$ cat config.mk
export PLATFORM = sky130hd
export DESIGN_NAME = cstp_front
export DESIGN_NICKNAME = d
export VERILOG_FILES = /design/src/hw/rtl/cstp_pkg.sv /design/src/hw/rtl/cstp_front.sv
export SDC_FILE = /design/constraint.sdc
export NUM_CORES = 1
export LEC_CHECK = 0
export BUFFER_PORTS_ARGS = -buffer_cell sky130_fd_sc_hd__buf_2
export CORE_AREA = 2 2 44 87
export DETAILED_ROUTE_END_ITERATION = 8
export DIE_AREA = 0 0 46 89
export GPL_TIMING_DRIVEN = 0
export PLACE_DENSITY_LB_ADDON = 0.25
export SYNTH_ARGS = -nofsm -noshare
export SYNTH_HDL_FRONTEND = slang
export SYNTH_SLANG_ARGS = --single-unit
export TNS_END_PERCENT = 10
$ cat constraint.sdc
create_clock -name vclk -period 2.75
set_clock_uncertainty 0.2 [all_clocks]
set_input_delay 0 -clock vclk [all_inputs]
set_output_delay 0 -clock vclk [all_outputs]
set_load 0.05 [all_outputs]
$ cat src/hw/rtl/cstp_pkg.sv
// Shared types and constants of the cache tag and policy block.
// Request codes, the decoded queue word, configuration bundle and defaults.
// No dependencies.
`default_nettype none

package cstp_pkg;

   // default geometry; all three must be powers of two
   localparam int LINE_BYTES_DEFAULT = 32;
   localparam int SET_COUNT_DEFAULT  = 64;
   localparam int WAY_COUNT_DEFAULT  = 4;

   localparam int QUEUE_DEPTH = 2;

   // request codes on req_type
   localparam logic [3:0] REQ_READ           = 4'd0;
   localparam logic [3:0] REQ_WRITE          = 4'd1;
   localparam logic [3:0] REQ_INVAL_VA       = 4'd2;
   localparam logic [3:0] REQ_CLEAN_VA       = 4'd3;
   localparam logic [3:0] REQ_CLEAN_INVAL_VA = 4'd4;
   localparam logic [3:0] REQ_INVAL_ALL      = 4'd5;
   localparam logic [3:0] REQ_INVAL_SW       = 4'd6;
   localparam logic [3:0] REQ_CLEAN_SW       = 4'd7;
   localparam logic [3:0] REQ_CLEAN_INVAL_SW = 4'd8;

   // configuration register indexes
   localparam int CSR_INDEX_W = 2;
   localparam int CSR_DATA_W  = 3;
   localparam logic [CSR_INDEX_W-1:0] CSR_WRITE_BACK_MODE = 2'd0;
   localparam logic [CSR_INDEX_W-1:0] CSR_LOCK_BASE       = 2'd1;

   // classified operation; KIND_NOP covers unknown codes and set/way out of range
   typedef enum logic [3:0] {
      KIND_READ,
      KIND_WRITE,
      KIND_INVAL_VA,
      KIND_CLEAN_VA,
      KIND_CLEAN_INVAL_VA,
      KIND_INVAL_ALL,
      KIND_INVAL_SW,
      KIND_CLEAN_SW,
      KIND_CLEAN_INVAL_SW,
      KIND_NOP
   } kind_type;

   typedef struct packed {
      kind_type    kind;
      logic [31:0] address;
      logic [31:0] fill_address;
      logic [5:0]  set_index;
      logic [1:0]  way_index;
   } entry_type;

   typedef struct packed {
      logic       write_back_mode;
      logic [2:0] lock_base;
   } cfg_type;

endpackage

`default_nettype wire

$ cat src/hw/rtl/cstp_front.sv
// Front end: decodes and classifies an accepted request into a queue word.
// Depends on cstp_pkg.
`default_nettype none

module cstp_front #(
   parameter int LINE_BYTES = cstp_pkg::LINE_BYTES_DEFAULT,
   parameter int SET_COUNT  = cstp_pkg::SET_COUNT_DEFAULT,
   parameter int WAY_COUNT  = cstp_pkg::WAY_COUNT_DEFAULT
) (
   input  wire logic                 req_valid,
   output logic                      req_ready,
   input  wire logic [3:0]           req_type,
   input  wire logic [31:0]          req_address,
   input  wire logic [31:0]          req_phys_address,
   input  wire logic [5:0]           req_set_index,
   input  wire logic [1:0]           req_way_index,
   input  wire logic                 q_full,
   output logic                      q_push,
   output cstp_pkg::entry_type       q_entry
);
   import cstp_pkg::*;

   logic sw_ok;

   assign req_ready = !q_full;
   assign q_push    = req_valid && !q_full;

   assign sw_ok = (32'(req_set_index) < 32'(SET_COUNT)) &&
                  (32'(req_way_index) < 32'(WAY_COUNT));

   always_comb begin
      q_entry.address      = req_address;
      // line base of the physical address, using the virtual offset
      q_entry.fill_address = req_phys_address - (req_address & 32'(LINE_BYTES - 1));
      q_entry.set_index    = req_set_index;
      q_entry.way_index    = req_way_index;
      case (req_type)
         REQ_READ:           q_entry.kind = KIND_READ;
         REQ_WRITE:          q_entry.kind = KIND_WRITE;
         REQ_INVAL_VA:       q_entry.kind = KIND_INVAL_VA;
         REQ_CLEAN_VA:       q_entry.kind = KIND_CLEAN_VA;
         REQ_CLEAN_INVAL_VA: q_entry.kind = KIND_CLEAN_INVAL_VA;
         REQ_INVAL_ALL:      q_entry.kind = KIND_INVAL_ALL;
         REQ_INVAL_SW:       q_entry.kind = sw_ok ? KIND_INVAL_SW : KIND_NOP;
         REQ_CLEAN_SW:       q_entry.kind = sw_ok ? KIND_CLEAN_SW : KIND_NOP;
         REQ_CLEAN_INVAL_SW: q_entry.kind = sw_ok ? KIND_CLEAN_INVAL_SW : KIND_NOP;
         default:            q_entry.kind = KIND_NOP;
      endcase
   end

endmodule

`default_nettype wire

Yosys cells after proc, flatten, opt, wreduce, memory -nomap -nowiden:

Index checks and enable logic that the tools add are counted.
Widths: inputs -> output; s select.

* add/subtract/negate cells: 1
* eq/ne operators: 8
* mux-type cells: 1
* reductions and logical operators: 3

Operators with widths (count)
* $pmux 4 s9: 1
* $sub 32x5->32: 1
* $eq 4x3->1 const B: 4
* $eq 4x2->1 const B: 2
* $eq 4x1->1 const B: 1
* $eq 4x4->1 const B: 1
* $logic_not 4->1: 1
* $logic_and 1x1->1: 1
* $logic_not 1->1: 1

* register bits: 0
* input bits: 78

Longest topological paths before layout:

* depth after elaboration: 2
* mapped depth: 10

Worst setup path before layout:

Ideal clock, no wire load.

* kind: in2out
* from: input port req_address[4]
* to: output port q_entry[31] (netlist name)
* arrival: 2.442 ns
* required time: 2.550 ns
* path slack: 0.108 ns
* stages: 7
* path through: inv_1 -> ha_1 -> or4_4 -> and4bb_2 -> nand3_4 -> or3_2 -> xnor2_1

RTL lines
* start, declared: line cstp_front.sv:13 `input wire logic [31:0] req_address,`
* end, declared: line cstp_front.sv:19 `output cstp_pkg::entry_type q_entry`

==> run summary <==
Global route overflow: 0
GR Util met1: 13.2%
# DRC: 0
Nets: 353
Critical Path AT: 2.24 ns
Highest Clock Rate: 410 MHz
Core Area: 0.00338 mm2
Die ar.: 0.00409 mm2
Worst-path fanout max: 9
Sw Pwr: 0.000360 W
Initial antenna violation count: 0
Post-synthesis mux area share: 0%
Layout clock buffer count: 0
Worst Tran Pin Value: 0.410 ns
Cell Area, Synth: 0.00107 mm2
Clock Power Share: 0%
Worst vdd ir: 0.155 mV
Slew HR: 72.6%
Met3 Use GR: 0.808%
Tcrit/Tclk final: 88.8%
Vias: 1,350
Post-synthesis adder-cell area fraction: 7.74%
Initial core utilization: 31.6%
CTS resizes: 0
Cells after Synth: 147
Outcome: finished clean
IO Port Bufs: 121
Met2 Usage GRT: 27.4%
Wire per inst: 10.3 um
Proportion of layout cells with a drive suffix above 1: 64.8%
Max Cap Viol: 0
Overall Power: 0.000505 W
Crit Path Class: primary input to primary output
Die Span X: 46 um
Top-count cell post-synth: buf_4
Global-route wire length before repair: 4330 um
Xor and xnor area share after synthesis: 22.2%
Switching Fraction: 71.3%
YS warnings: 0
P_leak: 0.986 nW
Mean Syn Cell Area: 7.26 um2
Area contributors post-synth: buf_4 28%, xor2_1 15%, xnor2_1 7.4%
Post-DP HPWL: 2890 um
DP Worst Slack: 0.179 ns
Vias in the first global route: 1,135
Critical Path RT: 2.55 ns
Num rows: 30
Via density: 4.52
Reg power frac: 0%
Boundary pin count: 156
Hold crit path type: primary input to primary output
Endpoint class of the critical path: primary output
Hold WS: 0.102 ns
Antenna Nets Post-Route: 0
GRT Util Overall: 12.8%
Logic pwr share: 100.0%
Hold Fails Final Rpt: 0
Post-synthesis sequential area ratio: 0%
FF/Latch Area: 0 um2
Top cell type's share of synthesized area: 28.1%
Cts hold-fix bufs: 0
Fin util: 50.6%
Largest family of logic cells by synthesized area: buffers and inverters
Synth cell count leaders: 40 x buf_4, 18 x xor2_1, 13 x nor2_1
Final-layout fill cell count: 338
RSZ-0062 raised after global routing: no
Chip height: 89 um
Final Max Slew Viols: 0
Post-CTS Setup Bufs: 0
Compound-Gate Fraction of Synth Area: 7.27%
Critical Path Source Type: primary input
Syn_nets: 231
Area grow syn2layout: 60.1%
Routed WL: 3090 um
Power Dens Cells: 295 mW/mm2
Setup TNS: 0 ns
DR pass1 iterations: 4
GR peak layer: met2
Final setup margin: 0.308 ns
Unique masters post-synth: 30
Antenna diodes: 0
Post-Synth Simple-Gate Area: 30.5%
Final Critical Period: 2.44 ns
Internal: 0.000145 W
Final setup vio count: 0
Initial drt markers: 6
Largest area contributor in the netlist: buf_4
Sequential cell count: 0
Gp weighted congestion: 0.671
Largest net degree at the start of global routing: 10
-- through the flow --
stage	cells	cell area, um2
after floorplan	147	1070
after detailed placement	300	1710
after global routing	299	1710
after global placement	300	1710
final	299	1710
after CTS	300	1710
-- routing by layer --
| metal | wire [um] | share of wire (%) | vias to the layer above |
|---|---|---|---|
| met5 | 0 | 0 | - |
| met4 | 0 | 0 | 0 |
| met3 | 339 | 11 | 0 |
| met2 | 1730 | 56 | 92 |
| met1 | 1020 | 33 | 564 |
| li1 | - | - | 694 |
-- cells in the final DEF, fill, tap and decap left out, types with 2 or more instances in the layout --
cell type	instances
o41ai_1	2
ha_1	5
o21a_1	2
buf_4	40
clkbuf_1	2
nor2_1	13
or4_4	5
nand2_1	4
or4_1	3
nand2b_1	2
nor4_1	2
xnor2_1	9
buf_2	121
o21ai_0	3
or3_2	2
inv_1	9
nor2b_1	5
xor2_1	18
nor3_1	8
-- cell type report --
| cell class | count | area [um2] | area share [%] |
|---|---|---|---|
| Buffer | 42 | 308 | 18.0 |
| Timing Repair Buffer | 121 | 606 | 35.4 |
| Inverter | 9 | 33.8 | 1.98 |
| Multi-Input combinational cell | 95 | 722 | 42.2 |
| Tap cell | 32 | 40.0 | 2.34 |
-- worst max-delay path, cell delays in order --
cell and delay, ns:
buf_2 0.11, ha_1 0.22, fa_1 0.41, nor2b_1 0.19, o31a_1 0.35, nand2b_1 0.15, clkbuf_1 0.29, nor2_1 0.09
xor2_1 0.14, buf_2 0.28
-- final timing paths --
path | startpoint | endpoint | slack, ns | depth (start not counted)
worst min-delay path | req_address[10] | q_entry[50] | 0.10 | 2
worst max-delay path | req_address[0] | q_entry[36] | 0.31 | 10
-- power by group through the flow --
stage	combinational [W]	sequential (W)	clock (W)
finish	0.000505	0	0
global route	0.000531	0	0
CTS	0.000509	0	0
detailed placement	0.000508	0	0
global placement	0.000506	0	0
floorplan	0.000385	0	0
-- kinds of logic (layout without fill, tap and decap cells) --
kind of cell,count (synthesis),count (layout)
AOI/OAI and AO/OA,11,11
and+or+nand+nor,51,51
xor gates and xnor gates,27,27
adders and majority gates,6,6
buffers and inverters,52,172
(Power assumes the default switching activity.)
