**src/hw/rtl/cstp_pkg.sv**
```systemverilog
// Shared types and constants of the cache tag and policy block.
// Request codes, the decoded queue word, configuration bundle and defaults.
// No dependencies.
`default_nettype none

package cstp_pkg;

   // default geometry; all three must be powers of two
   localparam int LINE_BYTES_DEFAULT = 32;
   localparam int SET_COUNT_DEFAULT  = 64;
   localparam int WAY_COUNT_DEFAULT  = 4;

   localparam int QUEUE_DEPTH = 2;

   // request codes on req_type
   localparam logic [3:0] REQ_READ           = 4'd0;
   localparam logic [3:0] REQ_WRITE          = 4'd1;
   localparam logic [3:0] REQ_INVAL_VA       = 4'd2;
   localparam logic [3:0] REQ_CLEAN_VA       = 4'd3;
   localparam logic [3:0] REQ_CLEAN_INVAL_VA = 4'd4;
   localparam logic [3:0] REQ_INVAL_ALL      = 4'd5;
   localparam logic [3:0] REQ_INVAL_SW       = 4'd6;
   localparam logic [3:0] REQ_CLEAN_SW       = 4'd7;
   localparam logic [3:0] REQ_CLEAN_INVAL_SW = 4'd8;

   // configuration register indexes
   localparam int CSR_INDEX_W = 2;
   localparam int CSR_DATA_W  = 3;
   localparam logic [CSR_INDEX_W-1:0] CSR_WRITE_BACK_MODE = 2'd0;
   localparam logic [CSR_INDEX_W-1:0] CSR_LOCK_BASE       = 2'd1;

   // classified operation; KIND_NOP covers unknown codes and set/way out of range
   typedef enum logic [3:0] {
      KIND_READ,
      KIND_WRITE,
      KIND_INVAL_VA,
      KIND_CLEAN_VA,
      KIND_CLEAN_INVAL_VA,
      KIND_INVAL_ALL,
      KIND_INVAL_SW,
      KIND_CLEAN_SW,
      KIND_CLEAN_INVAL_SW,
      KIND_NOP
   } kind_type;

   typedef struct packed {
      kind_type    kind;
      logic [31:0] address;
      logic [31:0] fill_address;
      logic [5:0]  set_index;
      logic [1:0]  way_index;
   } entry_type;

   typedef struct packed {
      logic       write_back_mode;
      logic [2:0] lock_base;
   } cfg_type;

endpackage

`default_nettype wire

```
**src/hw/rtl/cstp_queue.sv**
```systemverilog
// Short FIFO of decoded words between the front end and the back end.
// Depends on cstp_pkg.
`default_nettype none

module cstp_queue (
   input  wire logic                 clock,
   input  wire logic                 reset,
   input  wire logic                 push,
   input  wire cstp_pkg::entry_type  push_entry,
   input  wire logic                 pop,
   output logic                      full,
   output logic                      not_empty,
   output cstp_pkg::entry_type       head
);
   import cstp_pkg::*;

   localparam int PTR_W = (QUEUE_DEPTH > 1) ? $clog2(QUEUE_DEPTH) : 1;
   localparam int CNT_W = $clog2(QUEUE_DEPTH + 1);

   entry_type        slot_ff [QUEUE_DEPTH];
   logic [PTR_W-1:0] wr_ptr_ff;
   logic [PTR_W-1:0] rd_ptr_ff;
   logic [CNT_W-1:0] count_ff;

   // hold off the front while in reset
   assign full      = reset || (count_ff == CNT_W'(QUEUE_DEPTH));
   assign not_empty = (count_ff != '0);
   assign head      = slot_ff[rd_ptr_ff];

   function automatic logic [PTR_W-1:0] bump(input logic [PTR_W-1:0] ptr);
      return (ptr == PTR_W'(QUEUE_DEPTH - 1)) ? '0 : ptr + 1'b1;
   endfunction

   always_ff @(posedge clock) begin
      if (reset) begin
         wr_ptr_ff <= '0;
         rd_ptr_ff <= '0;
         count_ff  <= '0;
      end else begin
         if (push) begin
            wr_ptr_ff <= bump(wr_ptr_ff);
         end
         if (pop) begin
            rd_ptr_ff <= bump(rd_ptr_ff);
         end
         if (push && !pop) begin
            count_ff <= count_ff + 1'b1;
         end else if (pop && !push) begin
            count_ff <= count_ff - 1'b1;
         end
      end
   end

   always_ff @(posedge clock) begin
      if (push) begin
         slot_ff[wr_ptr_ff] <= push_entry;
      end
   end

endmodule

`default_nettype wire

```
**config.mk**
```make
export PLATFORM = sky130hd
export DESIGN_NAME = cstp_queue
export DESIGN_NICKNAME = d
export VERILOG_FILES = /design/src/hw/rtl/cstp_pkg.sv /design/src/hw/rtl/cstp_queue.sv
export SDC_FILE = /design/constraint.sdc
export NUM_CORES = 1
export LEC_CHECK = 0
export ABC_CLOCK_PERIOD_IN_PS = 4900
export BUFFER_PORTS_ARGS = -buffer_cell sky130_fd_sc_hd__buf_2
export CORE_MARGIN = 8
export CORE_UTILIZATION = 54
export CTS_BUF_LIST = sky130_fd_sc_hd__clkbuf_4
export DETAILED_ROUTE_END_ITERATION = 12
export PLACE_DENSITY = 0.87
export SYNTH_ARGS = -nofsm -noshare
export SYNTH_HDL_FRONTEND = slang
export SYNTH_SLANG_ARGS = --single-unit
```
**constraint.sdc**
```tcl
create_clock -name clock -period 4.9 [get_ports clock]
set_input_delay 0.49 -clock clock [delete_from_list [all_inputs] [get_ports clock]]
set_output_delay 0.49 -clock clock [all_outputs]
set_load 0.05 [all_outputs]
```
# Yosys cells after proc, flatten, opt, wreduce, memory -nomap -nowiden
# Memory sizes are Yosys's and may differ from the RTL's. A register that Yosys moved wholly into a read port is not among the register bits.
# Index checks and enable logic that the tools add are counted.
# classes
n_addsub,4
n_reduce_logical,7
muxes,8
n_eq_ne,1
# op_table
cell,n
$mux 1,6
$mux 2,2
$reduce_bool 2->1,2
$add 1x1->1 const B,2
$add 2x1->2 const B,1
$eq 2x2->1 const B,1
$logic_and 1x1->1,2
$logic_not 1->1,2
$sub 2x1->2 const B,1
$logic_or 1x1->1,1
# totals
wordCells,24
output_inout_bits,78
input_bits,80
memories,1
regBits,4
ramBits,152
# memory_table
memory,depth,word_bits,read_ports,rd_ports_with_merged_regs,wr,line_no,text
slot_ff,2,76,1,1,1,cstp_queue.sv:20,entry_type slot_ff [QUEUE_DEPTH];

# Depth between registers and ports, before layout
# logic_depth
ltp_word,4
ltp_mapped,5
ltp_nobuf,5

# Worst setup path after synthesis
# OpenSTA, ideal clock, no wires.
# synth_timing
path_kind,in2reg
start,input push
end,"memory slot_ff[0][0] (netlist bit), enable pin"
path_slack_ns,0.563
setup_time_ns,0.520
stages,1
n_path_buf,0
required_time_ns,4.380
arrival_time_ns,3.817
cell_sequence,nor2b_1
# synth_between
elab_chain_len,2
# synth_lines
item,line_no,text
from (decl),cstp_queue.sv:8,"input wire logic push,"
$mux 1,cstp_queue.sv:55,if (push) begin
$mux 1 (implied by the code),cstp_queue.sv:56,slot_ff[wr_ptr_ff] <= push_entry;
to (decl),cstp_queue.sv:20,
# No other way between the ends.

==> metrics <==
status=finished clean; Total GRT Usage=14.7%; met2 usage=25.0%; GR Overflow Total=0; r2r setup slk=2.71 ns; root buffer cell=clkbuf_4; Nets=510; CP max FO=43; post-synthesis sequential area ratio=79.7%; CTS Hold Bufs=0; hold endpoint=slot_ff[0][6]; Slew HR=31.1%; Worst-Skew Late Latency=0.49 ns; Critical path buffers and inverters=2; clock sinks=157; Design Area, Final=0.00705 mm2; hold depth=1; max incr delay on CP=0.80 ns; f_max=334 MHz; Final setup violation count=0; Worst Path Arrival=2.50 ns; maximum vdd ir drop=272 uV; Max Slew Vio Count=0; commonest non-fill, non-tap cell in the layout=buf_2; Core Region=0.0107 mm2; initial antenna violation count=0; Die Y=120 um; Post-Syn Area=0.00585 mm2; family with the most delay on the worst path=flip-flops; Setup crit end kind=output pin; Placed Instance Area=0.00677 mm2; Syn Nets=340; std cell rows=38; Crit path required time=4.41 ns; WL/cell=18.0 um; width of the chip=120 um; Final WS setup=1.91 ns; P&R area growth vs syn=20.5%; CTS tree=done; GRT met1 Usage=15.8%; final setup skew=0.0155 ns; #FFs+latches synth=157; Mean Syn Cell Area=22.6 um2; final wirelength=10.5 mm; RD Place Congestion=0.703; DR pass1 iterations=4; Slowest cell on crit path=dfxtp_4; max_cap viols=0; CP cell instances=buf_4, mux2_2, buf_2; Worst Max-Slew Pin Slew=1.03 ns; Detail Route Antenna Nets=0; HPWL after DPL=7.25 mm; Pwr Density=409 mW/mm2; RSZ-0062 raised after global routing=no; synth warn=0; clock buffer depth=2; Worst R2R End=slot_ff[0][44]; first-pass GRT wire length=16.4 mm; Fin Setup TNS=0 ns; Synth cell types=19; H-tree depth=4; Starting Density=54.7%; ant diodes=0; crit start category=flip-flop; vias in the first global route=3,249; 1st-iter DRT viols=90; fill count=761; Post-Place Setup Slack=2.35 ns; Min-Delay Startpoint=push_entry[6]; CTS buffer count=17; GR peak layer=met2; # port buffers=157; final period utilization=61.1%; Core Util, Final=65.9%; Gate Count Post-Synth=259; cts repair resizes=0; Vias/cell=5.05; crit path time final=2.99 ns; Power, Total=2880 uW; HP Class=input port to flip-flop; DR vias=2,941; number of remaining DRC errors=0; Ports=158; layout cells sized above 1=61.1%; final hold vios=0; R2R cell count=2; grt met3 use=6.43%; die area=0.0144 mm2; P_leak=0.00274 uW; WS Path Type=flip-flop to output pin; pin count of the biggest net entering global routing=77; Worst-path clk slew=0.13 ns; setup bufs post-CTS=0; FF-to-FF Start=wr_ptr_ff; most frequent cells in the layout=buf_2 (157), edfxtp_1 (152), mux2_4 (40)
[worst max-delay path by stage]
| stage | from | endpoint | slack, ns | cells after the start |
|---|---|---|---|---|
| after detailed placement | push | slot_ff[0][8] | 2.35 | 3 |
| final | flip-flop | head[68] | 1.91 | 3 |
| after floorplan | push | slot_ff[0][0] | 0.56 | 1 |
| after global placement | push | slot_ff[0][8] | 2.37 | 3 |
| after CTS | flip-flop | head[64] | 1.80 | 3 |
| after global routing | flip-flop | head[3] | 1.70 | 3 |
[layer usage]
layer  vias up  share of wire, %
met3        15               9.1
met2       122                51
met5         -                 0
met1      1438                39
met4         0               1.5
li1       1366                 -
[cells by family (layout without fill, tap and decap cells)]
group | after synthesis | count (layout) | synth area share (%)
AO/OA/AOI/OAI | 3 | 3 | 0.299
adder cells (fa/ha/maj) | 1 | 1 | 0.214
buffers and inverters | 10 | 193 | 1.28
XOR/XNOR | 4 | 4 | 0.599
flip-flops | 157 | 157 | 79.7
multiplexers | 76 | 76 | 17.2
AND/OR/NAND/NOR | 8 | 8 | 0.685
[synth_stat cells]
cell,instances,share of area (%)
inv_1,2,0.13
o21ai_0,1,0.085
xor2_1,2,0.30
mux2_4,40,10
ha_1,1,0.21
a21o_1,1,0.13
xnor2_1,2,0.30
nor2b_1,1,0.11
buf_6,4,0.77
or2_2,1,0.11
buf_4,1,0.13
and2_1,1,0.11
nor2_1,4,0.26
or3_1,1,0.11
edfxtp_1,152,78
mux2_2,36,6.9
a21oi_1,1,0.085
buf_2,3,0.26
dfxtp_1,5,1.7
[power by group]
part           total, uW  leakage [uW]  switching [uW]  internal (uW)
clock                731      0.000138             415            316
sequential          1600       0.00147            37.8           1560
combinational        548       0.00113             379            170
total               2880       0.00274             832           2050
[layout make-up]
type,count,area (um2),area share (%)
flip-flops and latches,157,4670,66.2
multi-input cells,92,1120,15.9
repair buffers,159,801,11.4
clock buffers,20,150,2.13
clock inverters,12,125,1.78
well taps,140,175,2.49
inverters,2,7.51,0.107
[stage by stage]
| stage | hold WS, ns | cells |
|---|---|---|
| 2_1_floorplan | 0.461 | 259 |
| 3_3_place_gp | 0.480 | 550 |
| 3_5_place_dp | 0.516 | 550 |
| 4_1_cts | 0.109 | 582 |
| 5_1_grt | 0.0937 | 582 |
| 6_report | 0.169 | 582 |
[sequential cells by signal, summed over array words and instances, names as in the netlist, named ones only]
name and count:
slot_ff 152, count_ff 2, rd_ptr_ff 1, wr_ptr_ff 1
Power figures use the tool's default switching activity.
